--- config.mk ---
export PLATFORM = sky130hd
export DESIGN_NAME = sector_record_deframer
export DESIGN_NICKNAME = d
export VERILOG_FILES = /design/src/design/sdr_pkg.sv /design/src/design/sector_record_deframer.sv
export SDC_FILE = /design/constraint.sdc
export NUM_CORES = 1
export LEC_CHECK = 0
export BUFFER_PORTS_ARGS = -buffer_cell sky130_fd_sc_hd__buf_2
export CORE_MARGIN = 3
export CORE_UTILIZATION = 55
export CTS_CLUSTER_DIAMETER = 100
export CTS_CLUSTER_SIZE = 12
export DETAILED_ROUTE_END_ITERATION = 6
export PLACE_DENSITY = 0.74
export SYNTH_ARGS = -nofsm -noshare
export SYNTH_HDL_FRONTEND = slang
export SYNTH_SLANG_ARGS = --single-unit
--- constraint.sdc ---
create_clock -name clk -period 10.7 [get_ports clk]
set_clock_uncertainty 0.1 [all_clocks]
set_input_delay 1.07 -clock clk [delete_from_list [all_inputs] [get_ports clk]]
set_output_delay 1.07 -clock clk [all_outputs]
set_load 0.01 [all_outputs]
--- src/design/sdr_pkg.sv ---
// Package for the sector record deframer: constants, codes and shared types.
`timescale 1ns / 1ps

package sdr_pkg;

    // Sector geometry
    localparam int SECTOR_SIZE = 256;
    localparam int SL_W         = $clog2(SECTOR_SIZE + 1);
    localparam int LEN_W        = 8;
    localparam int CMP_W        = (SL_W > LEN_W) ? SL_W : LEN_W;
    localparam int CNT_W        = 16;

    localparam logic [SL_W-1:0]  SECTOR_INIT = SL_W'(SECTOR_SIZE);
    localparam logic [LEN_W-1:0] SKIP_MARK   = 8'hFF;
    localparam logic [LEN_W-1:0] RECLEN_INIT = 8'd80;

    // Input item kinds
    localparam logic [1:0] KIND_DATA  = 2'd0;
    localparam logic [1:0] KIND_EOF   = 2'd1;
    localparam logic [1:0] KIND_START = 2'd2;

    // Completion status codes
    localparam logic [1:0] ST_COMPLETE = 2'd0;
    localparam logic [1:0] ST_TRUNC    = 2'd1;
    localparam logic [1:0] ST_CORRUPT  = 2'd2;

    // Configuration register indexes
    localparam logic [1:0] CFG_VARIABLE_MODE = 2'd0;
    localparam logic [1:0] CFG_RECORD_LENGTH = 2'd1;
    localparam logic [1:0] CFG_RECORD_TOTAL  = 2'd2;

    // Parser phase
    typedef enum logic [2:0] {
        PH_START,
        PH_PAYLOAD,
        PH_EXCESS,
        PH_SKIP,
        PH_DONE
    } phase_t;

    // One result item
    typedef struct packed {
        logic             data_valid;
        logic [LEN_W-1:0] out_byte;
        logic [LEN_W-1:0] byte_offset;
        logic [CNT_W-1:0] record_index;
        logic             record_end;
        logic [LEN_W-1:0] record_len;
        logic             done_res;
        logic [1:0]       status;
        logic [CNT_W-1:0] record_count;
    } res_t;

endpackage

--- src/design/sector_record_deframer.sv ---
// Top level of the sector record deframer: parser state and result register.
`timescale 1ns / 1ps

// Takes one file byte (or an end-of-file or start item) per clock and gives at
// most one result per item, the cycle after the transfer, from a single result
// register. Sustained rate is one item per clock: all parsing of an item is one
// pass of logic between the parser state registers and the result register, so
// a new item is taken every cycle that in_stall is low. in_stall rises only
// while a result is held in the result register and out_stall is high. There
// is no memory and no clearing pass; the block accepts items straight after reset.
// Configuration registers are read live and are to be written only while idle.
module sector_record_deframer (
    input  logic                     clk,
    input  logic                     rst_n,
    // configuration write port
    input  logic                     cfg_we,
    input  logic [1:0]               cfg_index,
    input  logic [15:0]              cfg_data,
    // input channel
    input  logic                     in_valid,
    output logic                     in_stall,
    input  logic [1:0]               kind,
    input  logic [7:0]               data_byte,
    // output channel
    output logic                     out_valid,
    input  logic                     out_stall,
    output logic                     data_valid,
    output logic [7:0]               out_byte,
    output logic [7:0]               byte_offset,
    output logic [15:0]              record_index,
    output logic                     record_end,
    output logic [7:0]               record_len,
    output logic                     done_res,
    output logic [1:0]               status,
    output logic [15:0]              record_count
);
    import sdr_pkg::*;

    // configuration
    logic             variable_mode_reg;
    logic [LEN_W-1:0] record_length_reg;
    logic [CNT_W-1:0] record_total_reg;

    // parser state
    phase_t           phase_reg, phase_next;
    logic [SL_W-1:0]  sector_left_reg, sector_left_next;
    logic [LEN_W-1:0] payload_left_reg, payload_left_next;
    logic [LEN_W-1:0] excess_left_reg, excess_left_next;
    logic [LEN_W-1:0] stored_len_reg, stored_len_next;
    logic [LEN_W-1:0] offset_reg, offset_next;
    logic [CNT_W-1:0] sectors_rem_reg, sectors_rem_next;
    logic [CNT_W-1:0] records_done_reg, records_done_next;

    // result register
    logic             out_valid_reg;
    res_t             res_reg;
    res_t             res_next;
    logic             res_fire;

    logic             in_fire;
    logic             deliver_now;
    logic [LEN_W-1:0] fixed_len;
    logic [SL_W-1:0]  sl_dec;
    logic [SL_W-1:0]  sl_fix;
    logic [CNT_W-1:0] sr_dec;

    // Handshake: stall only while a held result is not being taken
    assign in_stall = out_valid_reg & out_stall;
    assign in_fire  = in_valid & ~in_stall;

    // Configuration writes
    always_ff @(posedge clk or negedge rst_n)
    begin
        if (!rst_n)
        begin
            variable_mode_reg <= 1'b0;
            record_length_reg <= RECLEN_INIT;
            record_total_reg  <= '0;
        end
        else if (cfg_we)
        begin
            unique case (cfg_index)
                CFG_VARIABLE_MODE: variable_mode_reg <= cfg_data[0];
                CFG_RECORD_LENGTH: record_length_reg <= cfg_data[LEN_W-1:0];
                CFG_RECORD_TOTAL:  record_total_reg  <= cfg_data[CNT_W-1:0];
                default: ;
            endcase
        end
    end

    // Next state and result for the item at the input
    always_comb
    begin
        phase_next        = phase_reg;
        sector_left_next  = sector_left_reg;
        payload_left_next = payload_left_reg;
        excess_left_next  = excess_left_reg;
        stored_len_next   = stored_len_reg;
        offset_next       = offset_reg;
        sectors_rem_next  = sectors_rem_reg;
        records_done_next = records_done_reg;
        res_next          = '0;
        res_fire          = 1'b0;
        deliver_now       = 1'b0;

        fixed_len = (record_length_reg == '0) ? LEN_W'(1) : record_length_reg;
        sl_dec    = sector_left_reg - SL_W'(1);
        sl_fix    = (sector_left_reg == '0) ? SECTOR_INIT : sector_left_reg;
        sr_dec    = sectors_rem_reg - CNT_W'(1);

        if (in_fire)
        begin
            if (kind == KIND_START)
            begin
                // reload everything for a new file
                phase_next        = PH_START;
                sector_left_next  = SECTOR_INIT;
                payload_left_next = '0;
                excess_left_next  = '0;
                stored_len_next   = '0;
                offset_next       = '0;
                sectors_rem_next  = record_total_reg;
                records_done_next = '0;
                if (!variable_mode_reg && record_total_reg == '0)
                begin
                    phase_next        = PH_DONE;
                    res_fire          = 1'b1;
                    res_next.done_res = 1'b1;
                    res_next.status   = ST_COMPLETE;
                end
            end
            else if (kind == KIND_EOF && phase_reg != PH_DONE)
            begin
                phase_next        = PH_DONE;
                res_fire          = 1'b1;
                res_next.done_res = 1'b1;
                if (phase_reg == PH_START && !variable_mode_reg
                    && records_done_reg >= record_total_reg)
                    res_next.status = ST_COMPLETE;
                else
                    res_next.status = ST_TRUNC;
            end
            else if (kind == KIND_DATA)
            begin
                unique case (phase_reg)
                    PH_DONE: ;
                    PH_PAYLOAD:
                    begin
                        deliver_now = 1'b1;
                    end
                    PH_EXCESS:
                    begin
                        if (excess_left_reg != '0)
                            excess_left_next = excess_left_reg - LEN_W'(1);
                        if (excess_left_next == '0)
                            phase_next = PH_START;
                    end
                    PH_SKIP:
                    begin
                        if (sector_left_reg != '0)
                            sector_left_next = sl_dec;
                        if (sector_left_next == '0)
                        begin
                            sector_left_next = SECTOR_INIT;
                            phase_next       = PH_START;
                        end
                    end
                    PH_START:
                    begin
                        if (variable_mode_reg)
                        begin
                            // length byte of a variable record
                            if (sector_left_reg == '0)
                            begin
                                phase_next        = PH_DONE;
                                res_fire          = 1'b1;
                                res_next.done_res = 1'b1;
                                res_next.status   = ST_CORRUPT;
                            end
                            else if (data_byte == SKIP_MARK)
                            begin
                                sectors_rem_next = sr_dec;
                                sector_left_next = sl_dec;
                                if (sr_dec == '0)
                                begin
                                    phase_next        = PH_DONE;
                                    res_fire          = 1'b1;
                                    res_next.done_res = 1'b1;
                                    res_next.status   = ST_COMPLETE;
                                end
                                else if (sl_dec == '0)
                                    sector_left_next = SECTOR_INIT;
                                else
                                    phase_next = PH_SKIP;
                            end
                            else if (CMP_W'(sl_dec) < CMP_W'(data_byte))
                            begin
                                sector_left_next  = sl_dec;
                                phase_next        = PH_DONE;
                                res_fire          = 1'b1;
                                res_next.done_res = 1'b1;
                                res_next.status   = ST_CORRUPT;
                            end
                            else
                            begin
                                sector_left_next =
                                    SL_W'(CMP_W'(sl_dec) - CMP_W'(data_byte));
                                if (data_byte > record_length_reg)
                                begin
                                    stored_len_next  = record_length_reg;
                                    excess_left_next = data_byte - record_length_reg;
                                end
                                else
                                begin
                                    stored_len_next  = data_byte;
                                    excess_left_next = '0;
                                end
                                offset_next       = '0;
                                payload_left_next = stored_len_next;
                                if (stored_len_next == '0)
                                begin
                                    // empty record ends on its length byte
                                    records_done_next     = records_done_reg + CNT_W'(1);
                                    phase_next            = (excess_left_next != '0) ?
                                                            PH_EXCESS : PH_START;
                                    res_fire              = 1'b1;
                                    res_next.record_index = records_done_reg;
                                    res_next.record_end   = 1'b1;
                                end
                                else
                                    phase_next = PH_PAYLOAD;
                            end
                        end
                        else
                        begin
                            // first byte of a fixed record
                            if (records_done_reg >= record_total_reg)
                            begin
                                phase_next        = PH_DONE;
                                res_fire          = 1'b1;
                                res_next.done_res = 1'b1;
                                res_next.status   = ST_COMPLETE;
                            end
                            else if (CMP_W'(sl_fix) < CMP_W'(fixed_len))
                            begin
                                // record does not fit: skip rest of sector
                                sector_left_next = sl_fix - SL_W'(1);
                                if (sector_left_next == '0)
                                    sector_left_next = SECTOR_INIT;
                                else
                                    phase_next = PH_SKIP;
                            end
                            else
                            begin
                                sector_left_next  =
                                    SL_W'(CMP_W'(sl_fix) - CMP_W'(fixed_len));
                                stored_len_next   = fixed_len;
                                payload_left_next = fixed_len;
                                excess_left_next  = '0;
                                offset_next       = '0;
                                phase_next        = PH_PAYLOAD;
                                deliver_now       = 1'b1;
                            end
                        end
                    end
                    default: ;
                endcase
            end
        end

        // Payload byte delivery, from the state as updated above
        if (deliver_now)
        begin
            res_fire              = 1'b1;
            res_next.data_valid   = 1'b1;
            res_next.out_byte     = data_byte;
            res_next.byte_offset  = offset_next;
            res_next.record_index = records_done_next;
            res_next.status       = ST_COMPLETE;
            offset_next           = offset_next + LEN_W'(1);
            if (payload_left_next != '0)
                payload_left_next = payload_left_next - LEN_W'(1);
            if (payload_left_next == '0)
            begin
                res_next.record_end = 1'b1;
                res_next.record_len = stored_len_next;
                records_done_next   = records_done_next + CNT_W'(1);
                phase_next          = (excess_left_next != '0) ? PH_EXCESS : PH_START;
                if (!variable_mode_reg && records_done_next >= record_total_reg)
                begin
                    res_next.done_res = 1'b1;
                    phase_next        = PH_DONE;
                end
            end
        end

        res_next.record_count = records_done_next;
    end

    // Parser state registers
    always_ff @(posedge clk or negedge rst_n)
    begin
        if (!rst_n)
        begin
            phase_reg        <= PH_START;
            sector_left_reg  <= SECTOR_INIT;
            payload_left_reg <= '0;
            excess_left_reg  <= '0;
            stored_len_reg   <= '0;
            offset_reg       <= '0;
            sectors_rem_reg  <= '0;
            records_done_reg <= '0;
        end
        else
        begin
            phase_reg        <= phase_next;
            sector_left_reg  <= sector_left_next;
            payload_left_reg <= payload_left_next;
            excess_left_reg  <= excess_left_next;
            stored_len_reg   <= stored_len_next;
            offset_reg       <= offset_next;
            sectors_rem_reg  <= sectors_rem_next;
            records_done_reg <= records_done_next;
        end
    end

    // Result register: refilled whenever it is free or being taken
    always_ff @(posedge clk or negedge rst_n)
    begin
        if (!rst_n)
            out_valid_reg <= 1'b0;
        else if (!in_stall)
            out_valid_reg <= in_fire & res_fire;
    end

    always_ff @(posedge clk)
    begin
        if (in_fire && res_fire)
            res_reg <= res_next;
    end

    // Output ports
    assign out_valid    = out_valid_reg;
    assign data_valid   = res_reg.data_valid;
    assign out_byte     = res_reg.out_byte;
    assign byte_offset  = res_reg.byte_offset;
    assign record_index = res_reg.record_index;
    assign record_end   = res_reg.record_end;
    assign record_len   = res_reg.record_len;
    assign done_res     = res_reg.done_res;
    assign status       = res_reg.status;
    assign record_count = res_reg.record_count;

endmodule

==> impl_metrics.yaml <==
worst_setup_path:
  startpoint: "sector_left_reg[0]$_DFFE_PN0P_"
  startpoint_type: "flip-flop"
  cp.arrival_ns: 7.35
  reg2reg_slack_ns: 3.43
  reg2reg_to: "done_res$_DFFE_PP_"
  crit_fanout: 6
  crit_required_ns: 10.78
  worstSetupEndpointType: "flip-flop"
  crit_end: "done_res$_DFFE_PP_"
  criticalPathCategory: "flip-flop to flip-flop"
  reg2reg_depth: 24
  r2r_start: "sector_left_reg[0]$_DFFE_PN0P_"
routing:
  first_pass_iters: 7
  vias_per_cell: 6.337
  drtIter0Drc: 838
  drt_wl_total_mm: 34.59
  post_drt_wl_per_cell_microns: 20.79
  drc: 0
  num_vias: 10550
  ant_nets: 0
floorplan:
  die_h_microns: 151.7
  fp.dieArea_sq_um: 23000
  io_pins: 96
  initial_core_util_pct: 56.77
  die_x_microns: 151.7
  row_count: 52
  core_area_sq_um: 20560
finish:
  regArea_sq_um: 4388
  drive_gt1_share_pct: 14.07
  nets: 1485
  fin_util_pct: 62.68
  n_fill_cell: 1768
  syn_to_final_growth_pct: 10.41
  multi_input_area_sq_um: 6740
logic_synthesis:
  yosys.area.top_type_share_pct: 21.23
  synth_fp_nets: 1421
  synth-async-reset-ratio_pct: 62.58
  yosysTopAreaCell: "dfrtp_1"
  ys_types: 93
  synth_edf_count: 61
  synth_warnings: 0
  synth_most_common_cell: "nand2_1"
  ys.flop_type: "dfrtp_1"
  netlist_top_cells_area: "dfrtp_1 (21%), edfxtp_1 (16%), ha_1 (7.4%), nand2_1 (4.5%), a21oi_1 (4.0%)"
  netlist_area_sq_um: 11670
  syn_inst: 1316
  ys_seq_elements: 163
  synth_common_cells: "nand2_1 (141), nor2_1 (103), dfrtp_1 (99), a21oi_1 (93), o21ai_0 (90)"
  synth.avg_cell_area_sq_um: 8.869
  ys_seq_area_share_pct: 37.60
clock_tree:
  post_cts_buffers: 0
  cts_tree: "built"
  h-tree-depth: 4
  clk_latency_ns: 0.44
  cts.sink_count: 163
  cts_resized: 0
  clock_tree.buffer_depth: 2
  clk_root_buffer_cell: "clkbuf_16"
  clk_pin_slew_ns: 0.07
  cts-buffers-inserted: 17
  ctsHoldBuffers: 0
placement:
  post-dp-hpwl_mm: 25.32
  place_congestion: 1.017
  portBuffers: 95
outcome:
  status: "finished clean"
global_routing:
  grt_usage_pct: 30.37
  met2_usage_pct: 48.89
  grt-busiest-layer: "met2"
  grt_max_degree: 58
  grt_pass1_wl_mm: 54.66
  grt_use_met1_pct: 40.62
  antenna_found_initial: 1
  grt_pass1_vias: 10190
  gr-total-overflow: 0
  use_met3_pct: 6.217
timing:
  setup_viol: 0
  max_freq_mhz: 137.5
  tns_ns: 0
  rsz0062_at_grt: "false"
  hold_viol: 0
  period_share_pct: 67.95
  drv_slew: 0
  relSlewSlack_pct: 11.45
  fin_crit_ns: 7.271
  tightest_slew_ns: 1.321
power_and_ir_drop:
  power_density_nw_per_um2: 208.9
  finalPower_mw: 2.691
  power.leakage_nw: 5.471
  peakVddDrop_mv: 0.1099
min_path:
  hold_path.class: "flip-flop to flip-flop"
  min_from: "stored_len_reg[2]$_DFF_PN0_"
run:
  cap_violations: 0
==> worst min-delay path by stage <==
stage | depth (start not counted) | endpoint
floorplan | 2 | stored_len_reg[2]$_DFF_PN0_
global placement | 2 | stored_len_reg[2]$_DFF_PN0_
detailed placement | 2 | stored_len_reg[2]$_DFF_PN0_
CTS | 2 | stored_len_reg[2]$_DFF_PN0_
global route | 2 | stored_len_reg[2]$_DFF_PN0_
finish | 2 | stored_len_reg[2]$_DFF_PN0_
==> cell usage in the layout (no fill, tap or decap), drive strengths merged, types with 7 or more instances in the layout <==
cell    count
a211oi      9
a21o       19
a21oi      93
a22o        9
a22oi       7
a31oi      12
and2       18
and3       16
buf       108
clkbuf     19
dfrtp      99
edfxtp     61
ha         69
inv        81
mux2       25
mux2i       9
nand2     141
nand2b     22
nand3      30
nand4      21
nor2      103
nor2b      11
nor3       49
nor4       15
o211ai     11
o21ai      94
o22ai      16
o32ai       7
or3        12
xnor2      43
xor2       38
==> metal layers <==
layer | share of wire, % | wire length [microns]
met2 | 47 | 16310
met3 | 7.9 | 2719
met5 | 0 | 0
met4 | 3.2 | 1094
met1 | 42 | 14470
==> cells by family after synthesis <==
| family | after synthesis | synth area share (%) |
|---|---|---|
| AO/OA/AOI/OAI | 355 | 20.15 |
| XOR/XNOR | 81 | 6.078 |
| buffers and inverters | 139 | 4.835 |
| flip-flops | 163 | 37.60 |
| adder cells (fa/ha/maj) | 72 | 7.912 |
| multiplexers | 34 | 3.184 |
| AND/OR/NAND/NOR | 472 | 20.24 |
==> metrics by stage <==
stage               hold slack (ns)  setup slack (ns)  std cells  instance area, sq um
finish                       0.3776             3.429       1664                 12890
global route                 0.4417             3.176       1664                 12890
CTS                          0.3753             3.609       1663                 12880
detailed placement           0.3595             3.463       1631                 12330
global placement             0.3572             3.623       1631                 12330
floorplan                    0.3348             2.359       1316                 11670
==> critical path: stages, from the launching register on <==
cell	delay, ns
dfrtp_1	0.45
inv_1	0.14
ha_1	0.27
or3b_2	0.56
nor3_1	0.21
xor2_1	0.22
ha_1	0.33
and4_1	0.22
o2bb2ai_1	0.12
a21oi_1	0.46
a21oi_1	0.21
o2111ai_1	0.71
mux2i_1	0.52
nand2_1	0.11
or4b_1	0.61
nor3_1	0.34
and2b_1	0.22
xnor2_1	0.12
ha_1	0.26
a21oi_1	0.16
o221ai_1	0.18
a41oi_1	0.21
nor3_1	0.08
nand3_1	0.14
nand2_1	0.07
==> report_power, final <==
part	internal [mW]	switching, mW	total [mW]
clock	0.326	0.279	0.605
combinational	0.465	0.716	1.18
sequential	0.758	0.148	0.906
==> final cells by class <==
| type | instances | area share [%] |
|---|---|---|
| Antenna cell | 1 | 0.01942 |
| Clock buffer | 19 | 3.360 |
| Sequential cell | 163 | 34.05 |
| Clock inverter | 13 | 0.9613 |
| Multi-Input combinational cell | 1014 | 52.31 |
| Inverter | 76 | 2.214 |
| Timing Repair Buffer | 108 | 4.466 |
| Tap cell | 270 | 2.622 |
Note: power is estimated with default switching activity, not from simulation.
